==> config.mk <==
export PLATFORM = sky130hd
export DESIGN_NAME = line_sensor_calibrate_steer
export DESIGN_NICKNAME = d
export VERILOG_FILES = /design/src/hdl/lscs_pkg.sv /design/src/hdl/lscs_front.sv /design/src/hdl/lscs_div.sv /design/src/hdl/lscs_back.sv /design/src/hdl/line_sensor_calibrate_steer.sv
export SDC_FILE = /design/constraint.sdc
export NUM_CORES = 1
export LEC_CHECK = 0
export BUFFER_PORTS_ARGS = -buffer_cell sky130_fd_sc_hd__buf_2
export CORE_UTILIZATION = 40
export CTS_CLUSTER_SIZE = 14
export DETAILED_ROUTE_END_ITERATION = 10
export MAX_ROUTING_LAYER = met4
export PLACE_DENSITY = 0.63
export SETUP_SLACK_MARGIN = 0.1
export SYNTH_ARGS = -nofsm -noshare
export SYNTH_HDL_FRONTEND = slang
export SYNTH_HIERARCHICAL = 1
export SYNTH_SLANG_ARGS = --single-unit
==> constraint.sdc <==
create_clock -name clk -period 10.3 [get_ports clk]
set_input_delay 1.03 -clock clk [delete_from_list [all_inputs] [get_ports clk]]
set_output_delay 1.03 -clock clk [all_outputs]
set_load 0.02 [all_outputs]
==> src/hdl/lscs_pkg.sv <==
// Shared types and constants for the line sensor calibrate and steer block.
package lscs_pkg;
  localparam int unsigned LEVEL_FULL = 1000;

  typedef enum logic [2:0] {
    ACT_HOLD   = 3'd0,
    ACT_FWD    = 3'd1,
    ACT_RIGHT  = 3'd2,
    ACT_LEFT   = 3'd3,
    ACT_RFAST  = 3'd4,
    ACT_LFAST  = 3'd5,
    ACT_CROSS  = 3'd6
  } action_t;

  typedef enum logic [2:0] {
    REG_THRESHOLD = 3'd0,
    REG_FAST      = 3'd1,
    REG_MEDIUM    = 3'd2,
    REG_SLOW      = 3'd3,
    REG_CAL       = 3'd4,
    REG_INVERT    = 3'd5
  } reg_idx_t;

  typedef enum logic [1:0] {
    BK_IDLE = 2'd0,
    BK_DIV  = 2'd1,
    BK_NEXT = 2'd2,
    BK_OUT  = 2'd3
  } back_state_t;

  typedef struct packed {
    logic [9:0] threshold;
    logic [7:0] fast_duty;
    logic [7:0] medium_duty;
    logic [7:0] slow_duty;
    logic       calibrating;
    logic       invert_line;
  } cfg_t;
endpackage

==> src/hdl/lscs_front.sv <==
// Front end: accumulates frames, forms rounded averages and queues them.
module lscs_front import lscs_pkg::*; #(
  parameter int SAMPLES = 4,
  parameter int AW = 10
) (
  input  logic            clk,
  input  logic            rst_n,
  input  logic            push,
  output logic            full,
  input  logic [9:0]      sample [5],
  output logic            q_valid,
  input  logic            q_take,
  output logic [AW-1:0]   q_avg [5]
);
  localparam int SW = 10 + $clog2(SAMPLES + 1);
  localparam int FW = (SAMPLES > 1) ? $clog2(SAMPLES) : 1;
  // The average uses a reciprocal multiplication, exact for totals below 2**14.
  localparam int RS = 18;
  localparam int unsigned RM = ((1 << RS) + SAMPLES - 1) / SAMPLES;
  localparam int PW = SW + 21;

  logic [SW-1:0] sum_r [5];
  logic [FW-1:0] cnt_r;
  // Two entry queue of completed averages.
  logic [AW-1:0] qd_r [2][5];
  logic [1:0]    qn_r;
  logic          wp_r, rp_r;
  logic          acc, last;
  logic [SW+1:0] tot [5];
  logic [PW-1:0] prod [5];

  assign full = (qn_r == 2'd2);
  assign acc  = push && !full;
  assign last = (SAMPLES == 1) || (cnt_r == FW'(SAMPLES - 1));
  assign q_valid = (qn_r != 2'd0);
  always_comb begin
    for (int i = 0; i < 5; i++) q_avg[i] = qd_r[rp_r][i];
  end

  always_comb begin
    for (int i = 0; i < 5; i++) begin
      tot[i]  = {2'b0, sum_r[i]} + (SW + 2)'(sample[i]) + (SW + 2)'(SAMPLES / 2);
      prod[i] = PW'(tot[i]) * PW'(RM);
    end
  end

  always_ff @(posedge clk) begin
    if (!rst_n) begin
      cnt_r <= '0;
      qn_r  <= '0;
      wp_r  <= 1'b0;
      rp_r  <= 1'b0;
      for (int i = 0; i < 5; i++) sum_r[i] <= '0;
    end else begin
      if (acc) begin
        if (last) begin
          cnt_r <= '0;
          wp_r  <= !wp_r;
          for (int i = 0; i < 5; i++) begin
            sum_r[i] <= '0;
            qd_r[wp_r][i] <= AW'(prod[i] >> RS);
          end
        end else begin
          cnt_r <= cnt_r + 1'b1;
          for (int i = 0; i < 5; i++) sum_r[i] <= sum_r[i] + SW'(sample[i]);
        end
      end
      if (q_take) rp_r <= !rp_r;
      qn_r <= qn_r + {1'b0, acc && last} - {1'b0, q_take};
    end
  end
endmodule

==> src/hdl/lscs_div.sv <==
// Restoring divider, one quotient bit per cycle.
module lscs_div #(
  parameter int NW = 22,
  parameter int DW = 12
) (
  input  logic          clk,
  input  logic          rst_n,
  input  logic          start,
  input  logic [NW-1:0] num,
  input  logic [DW-1:0] den,
  output logic          done,
  output logic [NW-1:0] quo
);
  localparam int CW = $clog2(NW + 1);
  logic [NW-1:0] q_r;
  logic [DW:0]   rem_r;
  logic [DW-1:0] d_r;
  logic [CW-1:0] n_r;
  logic [DW:0]   sh;

  assign sh   = {rem_r[DW-1:0], q_r[NW-1]};
  assign quo  = q_r;
  assign done = (n_r == '0);

  always_ff @(posedge clk) begin
    if (!rst_n) begin
      n_r <= '0;
    end else if (start) begin
      q_r   <= num;
      rem_r <= '0;
      d_r   <= den;
      n_r   <= CW'(NW);
    end else if (n_r != '0) begin
      n_r <= n_r - 1'b1;
      if (sh >= {1'b0, d_r}) begin
        rem_r <= sh - {1'b0, d_r};
        q_r   <= {q_r[NW-2:0], 1'b1};
      end else begin
        rem_r <= sh;
        q_r   <= {q_r[NW-2:0], 1'b0};
      end
    end
  end
endmodule

==> src/hdl/lscs_back.sv <==
// Back end: calibration range, normalization through a shared divider, steering.
module lscs_back import lscs_pkg::*; #(
  parameter int AW = 10,
  parameter int ADC_MAX = 1023
) (
  input  logic          clk,
  input  logic          rst_n,
  input  cfg_t          cfg,
  input  logic          q_valid,
  output logic          q_take,
  input  logic [AW-1:0] q_avg [5],
  output logic          o_valid,
  input  logic          o_pop,
  output logic [2:0]    o_action,
  output logic          o_ldir,
  output logic [7:0]    o_lduty,
  output logic          o_rdir,
  output logic [7:0]    o_rduty,
  output logic [9:0]    o_level [5]
);
  localparam int NW = AW + 10;

  back_state_t st_r, st_nxt;
  logic [AW-1:0] mn_r [5];
  logic [AW-1:0] mx_r [5];
  logic [9:0]    lv_r [5];
  logic [2:0]    idx_r;
  logic [17:0]   last_r;
  logic          ov_r;
  logic [2:0]    act_r;
  logic [17:0]   drv_r;

  logic [AW-1:0] a, lo, hi;
  logic          zero;
  logic          dstart, ddone;
  logic [NW-1:0] quo;
  logic [9:0]    lvn;

  assign a  = q_avg[idx_r];
  assign lo = mn_r[idx_r];
  assign hi = mx_r[idx_r];
  assign zero = (hi <= lo) || (a <= lo);

  lscs_div #(.NW(NW), .DW(AW)) u_div (
    .clk(clk), .rst_n(rst_n), .start(dstart),
    .num(NW'(a - lo) * NW'(LEVEL_FULL)), .den(hi - lo),
    .done(ddone), .quo(quo)
  );

  always_comb begin
    logic [9:0] v;
    if (zero) v = '0;
    else if (quo > NW'(LEVEL_FULL)) v = 10'(LEVEL_FULL);
    else v = quo[9:0];
    lvn = cfg.invert_line ? 10'(LEVEL_FULL) - v : v;
  end

  // Steering decision from the finished levels.
  logic [2:0]  act;
  logic [17:0] drv;
  always_comb begin
    logic g1, l1, g2, l2, g3, l3;
    logic [9:0] t;
    t  = cfg.threshold;
    g1 = lv_r[1] > t; l1 = lv_r[1] < t;
    g2 = lv_r[2] > t; l2 = lv_r[2] < t;
    g3 = lv_r[3] > t; l3 = lv_r[3] < t;
    act = ACT_HOLD;
    drv = last_r;
    if (g1 && l2 && g3) begin
      act = ACT_FWD; drv = {1'b0, cfg.medium_duty, 1'b1, cfg.medium_duty};
    end else if (l1 && g2 && g3) begin
      act = ACT_RIGHT; drv = {1'b0, cfg.medium_duty, 1'b0, 8'd0};
    end else if (g1 && g2 && l3) begin
      act = ACT_LEFT; drv = {1'b1, 8'd0, 1'b1, cfg.medium_duty};
    end else if (l1 && l2 && g3) begin
      act = ACT_RFAST; drv = {1'b0, cfg.fast_duty, 1'b0, 8'd0};
    end else if (g1 && l2 && l3) begin
      act = ACT_LFAST; drv = {1'b1, 8'd0, 1'b1, cfg.fast_duty};
    end else if (lv_r[0] < t && l1 && l2 && l3 && lv_r[4] < t) begin
      act = ACT_CROSS; drv = {1'b0, cfg.slow_duty, 1'b1, cfg.slow_duty};
    end
  end

  always_comb begin
    st_nxt = st_r;
    dstart = 1'b0;
    q_take = 1'b0;
    case (st_r)
      BK_IDLE: begin
        if (q_valid) begin
          if (cfg.calibrating) q_take = 1'b1;
          else if (!ov_r) begin
            dstart = 1'b1;
            st_nxt = BK_DIV;
          end
        end
      end
      BK_DIV: if (ddone) st_nxt = (idx_r == 3'd4) ? BK_OUT : BK_NEXT;
      BK_NEXT: begin
        dstart = 1'b1;
        st_nxt = BK_DIV;
      end
      BK_OUT: begin
        q_take = 1'b1;
        st_nxt = BK_IDLE;
      end
      default: st_nxt = BK_IDLE;
    endcase
  end

  always_ff @(posedge clk) begin
    if (!rst_n) begin
      st_r   <= BK_IDLE;
      idx_r  <= '0;
      ov_r   <= 1'b0;
      last_r <= '0;
      for (int i = 0; i < 5; i++) begin
        mn_r[i] <= AW'(ADC_MAX);
        mx_r[i] <= '0;
      end
    end else begin
      st_r <= st_nxt;
      if (o_valid && o_pop) ov_r <= 1'b0;
      if (st_r == BK_IDLE && q_valid && cfg.calibrating) begin
        for (int i = 0; i < 5; i++) begin
          if (q_avg[i] < mn_r[i]) mn_r[i] <= q_avg[i];
          if (q_avg[i] > mx_r[i]) mx_r[i] <= q_avg[i];
        end
      end
      if (st_r == BK_DIV && ddone) begin
        lv_r[idx_r] <= lvn;
        idx_r <= (idx_r == 3'd4) ? 3'd0 : idx_r + 1'b1;
      end
      if (st_r == BK_OUT) begin
        ov_r  <= 1'b1;
        act_r <= act;
        drv_r <= drv;
        last_r <= (act == ACT_CROSS) ?
                  {1'b0, cfg.medium_duty, 1'b1, cfg.medium_duty} : drv;
      end
    end
  end

  assign o_valid  = ov_r;
  assign o_action = act_r;
  assign {o_ldir, o_lduty, o_rdir, o_rduty} = drv_r;
  always_comb begin
    for (int i = 0; i < 5; i++) o_level[i] = lv_r[i];
  end

  a_out_waits: assert property (@(posedge clk) disable iff (!rst_n)
    (st_r == BK_OUT) |-> !ov_r) else $error("result register overwritten");
  a_take_ok: assert property (@(posedge clk) disable iff (!rst_n)
    q_take |-> q_valid) else $error("take from empty queue");
  a_hold_out: assert property (@(posedge clk) disable iff (!rst_n)
    (ov_r && !o_pop) |=> (ov_r && $stable(act_r))) else $error("result lost");
endmodule

==> src/hdl/line_sensor_calibrate_steer.sv <==
// Top level of the line sensor calibrate and steer block.
// Usage: push one frame of five raw samples per beat on the in_ ports while
// full is low. Every SAMPLES frames the front end forms rounded averages and
// queues them (two entries). In calibrate mode an average set only widens the
// per-sensor min/max and gives no result. In run mode the back end normalizes
// each sensor in turn through one shared restoring divider (20 quotient
// steps), then puts one steering beat per average set in the result
// register, shown while out_empty is low and taken by out_pop. It starts
// on an average set only while the result register is empty.
// Frames are accepted while the queue has room; full rises when two average
// sets wait, e.g. while the receiver stalls. Reset: sums cleared, min 1023,
// max 0, held drive stopped, registers at their defaults. The user must write
// configuration over APB only while idle; the block does not enforce it.
module line_sensor_calibrate_steer import lscs_pkg::*; #(
  parameter int SAMPLES = 4,
  parameter int ADC_MAX = 1023
) (
  input  logic        clk,
  input  logic        rst_n,
  input  logic        in_push,
  output logic        in_full,
  input  logic [9:0]  in_sample_a,
  input  logic [9:0]  in_sample_b,
  input  logic [9:0]  in_sample_c,
  input  logic [9:0]  in_sample_d,
  input  logic [9:0]  in_sample_e,
  output logic        out_empty,
  input  logic        out_pop,
  output logic [2:0]  out_action,
  output logic        out_left_dir_level,
  output logic [7:0]  out_left_duty,
  output logic        out_right_dir_level,
  output logic [7:0]  out_right_duty,
  output logic [9:0]  out_level_a,
  output logic [9:0]  out_level_b,
  output logic [9:0]  out_level_c,
  output logic [9:0]  out_level_d,
  output logic [9:0]  out_level_e,
  input  logic        cfg_psel,
  input  logic        cfg_penable,
  input  logic        cfg_pwrite,
  input  logic [4:0]  cfg_paddr,
  input  logic [31:0] cfg_pwdata,
  output logic [31:0] cfg_prdata,
  output logic        cfg_pready
);
  localparam int AW = $clog2(ADC_MAX + 1);

  cfg_t cfg_r;
  logic [2:0] ridx;
  assign ridx = cfg_paddr[4:2];
  assign cfg_pready = 1'b1;

  always_ff @(posedge clk) begin
    if (!rst_n) begin
      cfg_r <= '{threshold: 10'd200, fast_duty: 8'd100, medium_duty: 8'd80,
                 slow_duty: 8'd70, calibrating: 1'b1, invert_line: 1'b0};
    end else if (cfg_psel && cfg_penable && cfg_pwrite) begin
      case (ridx)
        REG_THRESHOLD: cfg_r.threshold   <= cfg_pwdata[9:0];
        REG_FAST:      cfg_r.fast_duty   <= cfg_pwdata[7:0];
        REG_MEDIUM:    cfg_r.medium_duty <= cfg_pwdata[7:0];
        REG_SLOW:      cfg_r.slow_duty   <= cfg_pwdata[7:0];
        REG_CAL:       cfg_r.calibrating <= cfg_pwdata[0];
        REG_INVERT:    cfg_r.invert_line <= cfg_pwdata[0];
        default: ;
      endcase
    end
  end

  always_comb begin
    case (ridx)
      REG_THRESHOLD: cfg_prdata = {22'd0, cfg_r.threshold};
      REG_FAST:      cfg_prdata = {24'd0, cfg_r.fast_duty};
      REG_MEDIUM:    cfg_prdata = {24'd0, cfg_r.medium_duty};
      REG_SLOW:      cfg_prdata = {24'd0, cfg_r.slow_duty};
      REG_CAL:       cfg_prdata = {31'd0, cfg_r.calibrating};
      REG_INVERT:    cfg_prdata = {31'd0, cfg_r.invert_line};
      default:       cfg_prdata = '0;
    endcase
  end

  logic [9:0]    smp [5];
  logic [AW-1:0] qa [5];
  logic [9:0]    lvl [5];
  logic          qv, qt, ov;
  assign smp[0] = in_sample_a;
  assign smp[1] = in_sample_b;
  assign smp[2] = in_sample_c;
  assign smp[3] = in_sample_d;
  assign smp[4] = in_sample_e;

  lscs_front #(.SAMPLES(SAMPLES), .AW(AW)) u_front (
    .clk(clk), .rst_n(rst_n), .push(in_push), .full(in_full), .sample(smp),
    .q_valid(qv), .q_take(qt), .q_avg(qa)
  );

  lscs_back #(.AW(AW), .ADC_MAX(ADC_MAX)) u_back (
    .clk(clk), .rst_n(rst_n), .cfg(cfg_r), .q_valid(qv), .q_take(qt),
    .q_avg(qa), .o_valid(ov), .o_pop(out_pop), .o_action(out_action),
    .o_ldir(out_left_dir_level), .o_lduty(out_left_duty),
    .o_rdir(out_right_dir_level), .o_rduty(out_right_duty), .o_level(lvl)
  );

  assign out_empty = !ov;
  assign out_level_a = lvl[0];
  assign out_level_b = lvl[1];
  assign out_level_c = lvl[2];
  assign out_level_d = lvl[3];
  assign out_level_e = lvl[4];
endmodule

**Word-level counts from Yosys, hierarchy flattened**

Memories as Yosys holds them, arrays and structs flattened. A register that Yosys moved wholly into a read port is not among the register bits.
Index checks and enable logic that the tools add are counted.

- Equality and inequality tests: 16
- $lt $le $gt $ge: 23
- Multipliers: 1
- Bitwise logic cells: 22
- Mux-type cells: 122
- Reduce and logical (&&, ||, !) cells: 45
- Divide/modulo/power cells: 0
- Add/sub/neg operators: 24
- Shift operators: 0

Operators by type and width:

| cell | count |
|---|---|
| $mux W10 | 17 |
| $mux W13 | 10 |
| $mux W18 | 7 |
| $lt A10 B10 Y1 | 10 |
| $gt A10 B10 Y1 | 8 |
| $add A13 B10 Y13 | 5 |
| $mux W1 | 63 |
| $add A12 B10 Y12 | 5 |
| $add A12 B2 Y12 const B | 5 |
| $pmux W10 S6 | 1 |
| $mux W20 | 2 |
| $mux W3 | 11 |
| $bmux W10 S3 | 1 |
| $logic_and A1 B1 Y1 | 21 |
| $gt A20 B10 Y1 const B | 1 |
| $le A10 B10 Y1 | 2 |
| $mul A20 B7 Y17 const B | 1 |
| $or A1 B1 Y1 | 20 |
| $reduce_and A2 Y1 | 10 |
| $sub A10 B10 Y10 | 2 |
| $eq A3 B3 Y1 const B | 4 |
| $ge A11 B10 Y1 | 1 |
| $sub A10 B10 Y11 | 1 |
| $mux W2 | 5 |
| 27 further kinds | 40 |

- Output and inout bits: 106
- Register bits: 132
- Input port bits: 94
- Bits in read-only memories: 0
- Logic and storage cells: 280
- Bits in writable memories: 315
- Latch bits: 0
- Memories: 5

Memory list:

| memory | words | bits a word | rd ports | clocked after Yosys merged registers in | write ports | RTL line | source |
|---|---|---|---|---|---|---|---|
| u_front.qd_r | 2 | 50 | 1 | 1 | 1 | lscs_front.sv:25 | `logic [AW-1:0] qd_r [2][5];` |
| u_front.sum_r | 5 | 13 | 5 | 0 | 5 | lscs_front.sv:22 | `logic [SW-1:0] sum_r [5];` |
| u_back.lv_r | 5 | 10 | 5 | 0 | 1 | lscs_back.sv:26 | `logic [9:0] lv_r [5];` |
| u_back.mn_r | 5 | 10 | 6 | 1 | 5 | lscs_back.sv:24 | `logic [AW-1:0] mn_r [5];` |
| u_back.mx_r | 5 | 10 | 6 | 1 | 5 | lscs_back.sv:25 | `logic [AW-1:0] mx_r [5];` |

**Longest topological paths before layout**

Gate-level depths: netlist of the first run.
An unclocked memory read counts as a cell.

- Depth in word-level cells: 14
- Mapped depth: 30
- Gate-level depth less buffers: 28

**Cells and area by module**

The synthesis of the first run kept the hierarchy.

By module, submodules not included:

| module | seq. area each (µm²) | area each (µm²) | cells an instance | instances |
|---|---|---|---|---|
| lscs_back | 5675.4 | 15344.7 | 1472 | 1 |
| lscs_front | 4944.7 | 10694.0 | 909 | 1 |
| lscs_div | 1301.2 | 2396.0 | 193 | 1 |
| line_sensor_calibrate_steer | 720.7 | 1928.1 | 197 | 1 |

**Least setup slack after synthesis of the first run**

Ideal clock, no wire load.

- Path type: register -> register
- Start: register with a tool-made name
- End: register u_back.u_div.q_r[16], in the netlist u_back/u_div/quo[16], data pin
- Setup slack: 3091 ps
- Setup time: 260 ps
- Cell stages (with the launch flop): 27
- Required time: 10040 ps
- Period minus slack after synthesis: 7209 ps
- Path buffers: 2
- Arrival: 6949 ps
- Cells stage by stage: dfxtp_1 -> clkbuf_1 -> buf_1 -> mux2_2 -> mux4_2 -> a22o_1 -> ha_1 -> nor2b_1 -> o21a_1 -> or2_2 -> xor2_1 -> ha_1 -> fa_1 -> inv_1 -> fa_1 -> fa_1 -> inv_1 -> ha_1 -> a21oi_1 -> nor2b_1 -> o21a_1 -> o311a_1 -> o21a_1 -> o21ai_0 -> nor2b_1 -> xnor2_1 -> mux2_2

RTL lines:

| element | RTL line | source |
|---|---|---|
| end signal, assigned | lscs_div.sv:29 | `q_r <= num;` |
| end signal, assigned | lscs_div.sv:37 | `q_r <= {q_r[NW-2:0], 1'b1};` |
| end signal, assigned | lscs_div.sv:40 | `q_r <= {q_r[NW-2:0], 1'b0};` |
| end, declared | lscs_div.sv:15 | `logic [NW-1:0] q_r;` |

**Worst setup path in the final report of the first run**

- Start: register u_back.idx_r[2]
- End: register u_back.u_div.q_r[18], in the netlist u_back/u_div/quo[18], data pin

- Word-level cells in the longest chain between the ends: 7

RTL lines:

| element | RTL line | source |
|---|---|---|
| start, declared | lscs_back.sv:27 | `logic [2:0] idx_r;` |
| start signal, assigned | lscs_back.sv:133 | `idx_r <= (idx_r == 3'd4) ? 3'd0 : idx_r + 1'b1;` |
| $not A3 Y4 (not written as such) | lscs_back.sv:39 | `assign a = q_avg[idx_r];` |
| $bmux W10 S3 | lscs_back.sv:39 |  |
| $mux W10 (not written as such) (2 in series) | lscs_back.sv:39 |  |
| $sub A10 B10 Y11 | lscs_back.sv:46 | `.num(NW'(a - lo) * NW'(LEVEL_FULL)), .den(hi - lo),` |
| $mul A20 B7 Y17 | lscs_back.sv:46 |  |
| $mux W20 | lscs_div.sv:28 | `end else if (start) begin` |

Every way passes these cells. The select of a mux whose other input is x is not followed.
A chain may end at the register's enable or synchronous reset.

==> impl_metrics.tcl, run 1 <==
set metrics [dict create \
    yosys.area_share.simple_pct 12.0 \
    synth-xor-area-share_pct 4.04 \
    cp_data_arrival_time_ns 8.39 \
    die_y_um 278 \
    synthMuxAreaShare_pct 7.91 \
    clock_latency_ns 0.60 \
    yosysWarnings 6 \
    fp.dieW_um 278 \
    r2r-start "u_back/idx_r[2]$_SDFFE_PN0P_" \
    worstHoldPathType "reg -> reg" \
    path_class "reg -> reg" \
    dieArea_um2 77000 \
    slew_headroom_pct 22.0 \
    grt_pass1_wl_mm 110 \
    num_io_pins 200 \
    drt_iter0_drc 1290 \
    synth_seq_area_share_pct 41.6 \
    finalSetupViolations 0 \
    synth_top_family_by_area "adder cells" \
    start_kind "register" \
    critPathRequiredTime_ns 10.64 \
    finalMaxSlewViolations 0 \
    synthArstFlopShare_pct 0 \
    whs_path_depth 2 \
    h-tree-depth 2 \
    fin_skew_ns 0.0350 \
    wl_per_cell_um 17.5 \
    antenna_found_initial 0 \
    hold_violations 0 \
    rr_worst_depth 25 \
    start_util_pct 40.6 \
    synth-edff-count 371 \
    end_kind "register" \
    ant_nets 0 \
    cap_violations 0 \
    fin_setup_tns_ns 0 \
    syn_area_um2 30400 \
    clock-root-buffer "clkbuf_16" \
    outcome "complete, no violations" \
    grt_overflow 0 \
    grt_usage_pct 18.4 \
    post-dp-hpwl_mm 51.4 \
    clk_pin_slew_ns 0.06 \
    syn_inst 2771 \
    drt_wl_total_mm 68.8 \
    crit_fanout 11 \
    syn_area_per_cell_um2 11.0 \
    clock_sinks 446 \
    num_antenna_cells 0 \
    period_share_pct 78.2 \
    avgViaCountPerCell 5.21 \
    gp_congestion 0.894 \
    min_from "u_front/cnt_r[1]$_SDFFE_PN0P_" \
    worst_slew_pin_slew_ns 1.17 \
    utilization_pct 45.5 \
    synth_cell_types 99 \
    cts-resized-gates 0 \
    synth_compound_area_share_pct 10.9 \
    coreArea_um2 74800 \
    grt_pass1_vias 20500 \
    rsz0062_at_grt "no" \
    cts_tree "built" \
    area_delta_synth_final_pct 12.0 \
    synth-adder-area-share_pct 17.9 \
    grt_max_degree 73 \
    clock_path_buffers 3 \
    fin_hold_ws_ns 0.466 \
    drive_gt1_share_pct 15.3 \
    rr_endpoint "u_back/u_div/quo[18]$_DFFE_PP_" \
    ys_ff_latch 446 \
    drcViolationCount 0 \
    fmax_mhz 124 \
    synth_ff_type "edfxtp_1" \
    fin_nets 3410 \
    port_buffers 152 \
    vias 20500 \
    rows 100 \
    cts_hold_buf 0 \
    hold_path_end "u_front/cnt_r[1]$_SDFFE_PN0P_" \
    first_pass_iters 5 \
    r2r_setup_slack_ns 2.25 \
    fin_crit_ns 8.05 \
    post-cts-setup-buffers 0 \
    crit_start "u_back/idx_r[2]$_SDFFE_PN0P_" \
    cts_made_buffers 53 \
]
[how the worst max path moves through the flow]
| stage | endpoint | slack [ns] | cells past startpoint |
|---|---|---|---|
| after detailed placement | u_back/u_div/quo[18]$_DFFE_PP_ | 2.27 | 25 |
| after floorplan | u_back/u_div/quo[16]$_DFFE_PP_ | 3.09 | 26 |
| final | u_back/u_div/quo[18]$_DFFE_PP_ | 2.25 | 25 |
| after CTS | u_back/u_div/quo[18]$_DFFE_PP_ | 2.26 | 25 |
| after global placement | u_back/u_div/quo[19]$_DFFE_PP_ | 2.35 | 28 |
| after global routing | u_back/u_div/quo[16]$_DFFE_PP_ | 1.72 | 25 |
[synthesized netlist by cell type (9+ instances only)]
| master | count | area, um^2 |
|---|---|---|
| a211o_1 | 11 | 96.3 |
| a211oi_1 | 28 | 210 |
| a21boi_0 | 9 | 67.6 |
| a21o_1 | 46 | 345 |
| a21oi_1 | 103 | 515 |
| a22o_1 | 9 | 78.8 |
| a31oi_1 | 46 | 288 |
| and2_1 | 15 | 93.8 |
| and3_1 | 13 | 81.3 |
| buf_2 | 9 | 45.0 |
| buf_4 | 28 | 210 |
| clkbuf_1 | 53 | 199 |
| dfxtp_1 | 75 | 1500 |
| edfxtp_1 | 371 | 11100 |
| fa_1 | 74 | 1480 |
| ha_1 | 316 | 3950 |
| inv_1 | 311 | 1170 |
| mux2_2 | 88 | 991 |
| mux2i_1 | 57 | 571 |
| mux4_2 | 35 | 788 |
| nand2_1 | 156 | 586 |
| nand2b_1 | 76 | 475 |
| nand3_1 | 42 | 210 |
| nand4_1 | 24 | 150 |
| nor2_1 | 164 | 616 |
| nor2b_1 | 92 | 576 |
| nor3_1 | 38 | 190 |
| o211ai_1 | 22 | 165 |
| o21a_1 | 27 | 203 |
| o21ai_0 | 106 | 531 |
| or2_2 | 15 | 93.8 |
| xnor2_1 | 94 | 823 |
| xor2_1 | 46 | 403 |
[logic make-up (layout without fill, tap and decap cells)]
group	count (synthesis)	count (layout)
AOI/OAI and AO/OA	497	497
xor gates and xnor gates	140	140
adders and majority gates	390	390
buffers and inverters	411	586
DFF	446	446
muxes	182	182
other	3	26
and+or+nand+nor	702	702
[cells in the final DEF, fill, tap and decap left out, types with 11 or more instances in the layout]
master and count:
nand4_1 24, edfxtp_1 371, mux4_2 35, mux2_2 88, ha_1 316, inv_1 311, o211ai_1 22, clkbuf_16 54
o21a_1 27, a31oi_1 45, nand3_1 42, buf_2 151, nor2_1 164, dfxtp_1 74, nor3_1 38, and2_1 15
a21o_1 46, o21ai_0 106, buf_4 26, nor2b_1 92, a21oi_1 103, a211oi_1 28, fa_1 74, xnor2_1 94
xor2_1 46, mux2i_1 57, a211o_1 11, or2_2 15, nand2b_1 76, nand2_1 154, conb_1 26, and3_1 12
[flip-flops by register name, indices dropped and copies added, names as in the netlist, 5 cells and up, named ones only]
signal,cells
u_front/sum_r,60
u_back/last_r,18
u_front/qd_r,100
u_back/drv_r,18
cfg_r,36
u_back/u_div/rem_r,10
u_back/mn_r,50
u_back/u_div/d_r,10
u_back/u_div/quo,20
u_back/lv_r,50
u_back/u_div/n_r,5
u_back/mx_r,50
[final cells by class]
type | count | area (um^2)
Clock inverter | 32 | 405
Inverter | 311 | 1170
Clock buffer | 66 | 1450
Tap cell | 969 | 1210
Timing Repair Buffer | 177 | 951
Sequential cell | 446 | 12600
Multi-Input combinational cell | 1937 | 16200
Fill cell | 6989 | 40800
[worst max-delay path, stage by stage (launching register included)]
cell	delay, ns
dfxtp_1	0.56
inv_1	0.32
nor3_1	0.98
a22oi_1	0.24
ha_1	0.33
fa_1	0.41
nor2b_1	0.14
o21a_1	0.13
or2_2	0.11
xor2_1	0.55
ha_1	0.41
fa_1	0.52
inv_1	0.05
fa_1	0.47
fa_1	0.51
inv_1	0.04
ha_1	0.32
a21oi_1	0.22
nor2b_1	0.08
o21a_1	0.19
o311a_1	0.31
o21a_1	0.19
o21ai_0	0.21
a21oi_1	0.13
xor2_1	0.15
mux2_2	0.26
[routing by layer]
metal / part of all wire [%] / global-route usage (%) / wire length [um]
met2: 49 / 31.2 / 33700
met5: 0 / - / 0
met1: 45 / 23.0 / 30800
met3: 3.9 / 2.21 / 2690
met4: 2.4 / 5.21 / 1640
[per-stage QoR]
| stage | area, um^2 | setup WS (ns) | cells |
|---|---|---|---|
| after floorplan | 30400 | 3.09 | 2794 |
| after global placement | 32200 | 2.35 | 3840 |
| after detailed placement | 32200 | 2.27 | 3840 |
| after CTS | 34000 | 2.26 | 3938 |
| after global routing | 34000 | 1.72 | 3938 |
| final | 34000 | 2.25 | 3938 |
Power of run 1 is not shown: default switching activity piles up to over one toggle a cycle in this logic, so the estimate is an artifact.
==> run 2, diff against run 1 <==
- ABC_AREA: default -> 1
- PLACE_DENSITY: 0.63 -> 0.65
- clock period: 10.3 -> 7.05 ns (I/O delays scaled with it)
==> impl_metrics.tcl, run 2 <==
set metrics [dict create \
    outcome "complete, no violations" \
    synth-edff-count 371 \
    syn_area_um2 32000 \
    cap_violations 0 \
    cts_tree "built" \
    synth_cell_types 69 \
    max_stage_delay_ns 0.49 \
    largest_reg_flops 100 \
    crit_fanout 6 \
    coreArea_um2 79000 \
    clock_sinks 446 \
    vias 25500 \
    fin_nets 4470 \
    grt_max_degree 53 \
    worstHoldPathType "in -> reg" \
    final_common_cell "nand2_1" \
    fp.dieW_um 285 \
    fin_crit_ns 6.61 \
    synth_ff_type "edfxtp_1" \
    synth.most_common_cell "nand2_1" \
    ant_nets 0 \
    hold_violations 0 \
    cts_made_buffers 53 \
    yosys.area_share.simple_pct 21.0 \
    synth-xor-area-share_pct 2.21 \
    synth_seq_area_share_pct 39.5 \
    clk_pin_slew_ns 0.06 \
    avgViaCountPerCell 5.02 \
    die_y_um 285 \
    finalMaxSlewViolations 0 \
    rsz0062_at_grt "yes" \
    slew_headroom_pct 26.5 \
    drcViolationCount 0 \
    top_regs "u_front/qd_r (100), u_front/sum_r (60)" \
    finalSetupViolations 0 \
    synthMuxAreaShare_pct 1.82 \
    grt_pass1_wl_mm 127 \
    path_class "reg -> reg" \
    antenna_found_initial 1 \
    synth_area_leader_cell "edfxtp_1" \
    drt_iter0_drc 1746 \
    synth_compound_area_share_pct 9.25 \
    clock_latency_ns 0.61 \
    drive_gt1_share_pct 12.5 \
    slowest_stage "fa_1" \
    rr_endpoint "u_back/u_div/quo[19]$_DFFE_PP_" \
    clock_path_buffers 3 \
    fmax_mhz 151 \
    synth_top_family_by_area "simple AND/OR/NAND/NOR gates" \
    hold_path_end "u_back/o_valid$_SDFFE_PN0P_" \
    synth-adder-area-share_pct 17.0 \
    synthTopCellsByArea "edfxtp_1, ha_1, nand2_1" \
    num_io_pins 200 \
    drt_wl_total_mm 80.7 \
    port_buffers 152 \
    syn_inst 3784 \
    critPathBufInv 7 \
    grt_pass1_vias 24500 \
    grt_overflow 0 \
    yosys-top-cells-count "nand2_1, inv_1, nor2_1" \
    clock-root-buffer "clkbuf_16" \
    crit_family "adder cells" \
    worst_slew_pin_slew_ns 1.10 \
    first_pass_iters 6 \
    rows 103 \
    area_delta_synth_final_pct 12.9 \
    end_kind "register" \
    grt_usage_pct 19.9 \
    gp_congestion 0.985 \
    post-dp-hpwl_mm 61.5 \
    yosysTopAreaCellShare_pct 34.8 \
    yosysWarnings 6 \
    start_util_pct 40.5 \
    critPathMostFrequentCell "nand2_1" \
    critPathRequiredTime_ns 7.39 \
    dieArea_um2 81100 \
    fin_setup_tns_ns 0 \
    h-tree-depth 2 \
    wl_per_cell_um 15.9 \
    cp_data_arrival_time_ns 6.95 \
    r2r_setup_slack_ns 0.44 \
    layout_common_cells "nand2_1, inv_1, nor2_1" \
    whs_path_depth 2 \
    utilization_pct 45.7 \
    period_share_pct 93.8 \
    top_register "u_front/qd_r" \
    min_from "out_pop" \
    syn_area_per_cell_um2 8.45 \
    ys_ff_latch 446 \
    rr_worst_depth 35 \
    fin_skew_ns 0.0366 \
    start_kind "register" \
    synthArstFlopShare_pct 0 \
]
[run 2: worst max path at each step]
stage | endpoint | slack, ns | depth (start not counted) | start
global route | u_back/u_div/quo[18]$_DFFE_PP_ | 0.06 | 30 | register
finish | u_back/u_div/quo[19]$_DFFE_PP_ | 0.44 | 35 | register
floorplan | u_back/u_div/quo[19]$_DFFE_PP_ | 0.66 | 37 | register
CTS | u_back/u_div/quo[19]$_DFFE_PP_ | 0.25 | 32 | register
detailed placement | u_back/u_div/quo[19]$_DFFE_PP_ | 0.30 | 35 | register
global placement | u_back/u_div/quo[19]$_DFFE_PP_ | 0.30 | 32 | register
[run 2: area by class of cell]
cell class / instances / area, um^2
repair buffers: 220 / 1340
diodes: 1 / 2.50
multi-input cells: 2637 / 16600
clock buffers: 68 / 1420
flip-flops and latches: 446 / 12600
fillers: 7737 / 42900
clock inverters: 28 / 410
well taps: 1050 / 1310
repair inverters: 2 / 10.0
inverters: 626 / 2360
[run 2: worst reg2reg max path, delay by kind of cell, from the launching register on]
family	cells	cell delay, ns
and+or+nand+nor	12	1.18
buffers and inverters	7	0.54
AOI/OAI and AO/OA	8	1.20
muxes	1	0.39
adders and majority gates	6	2.41
xor gates and xnor gates	1	0.15
DFF	1	0.45
[run 2: what timing repair did]
action                     in CTS  in global routing
resized for setup               0                 29
buffers inserted                0                  8
hold buffers                    0                  0
setup endpoints to repair       0                  7
[run 2: cell families (layout without fill, tap and decap cells)]
kind of cell,Yosys count,count (layout)
flops,446,446
compound gates,524,524
simple gates,1567,1567
xor+xnor,78,78
other cells,3,27
buf+inv,724,944
mux,52,52
fa+ha+maj,390,390
[run 2: per-layer routing]
layer  GRT usage, %  up-vias  share of wire, %
met4           6.92        0               3.5
li1               -    12800                 -
met2           32.6      705                47
met3           2.15      170               5.3
met5              -        -                 0
met1           25.5    11800                45
[run 2: through the flow]
stage	area (um^2)	setup slack, ns	cells	hold WS [ns]
2_1_floorplan	32100	0.665	3807	0.439
3_3_place_gp	34000	0.303	4967	0.447
3_5_place_dp	34000	0.296	4967	0.455
4_1_cts	35800	0.249	5063	0.285
5_1_grt	36100	0.0615	5078	0.319
6_report	36100	0.438	5078	0.323
Power of run 2 is left out for the same reason.
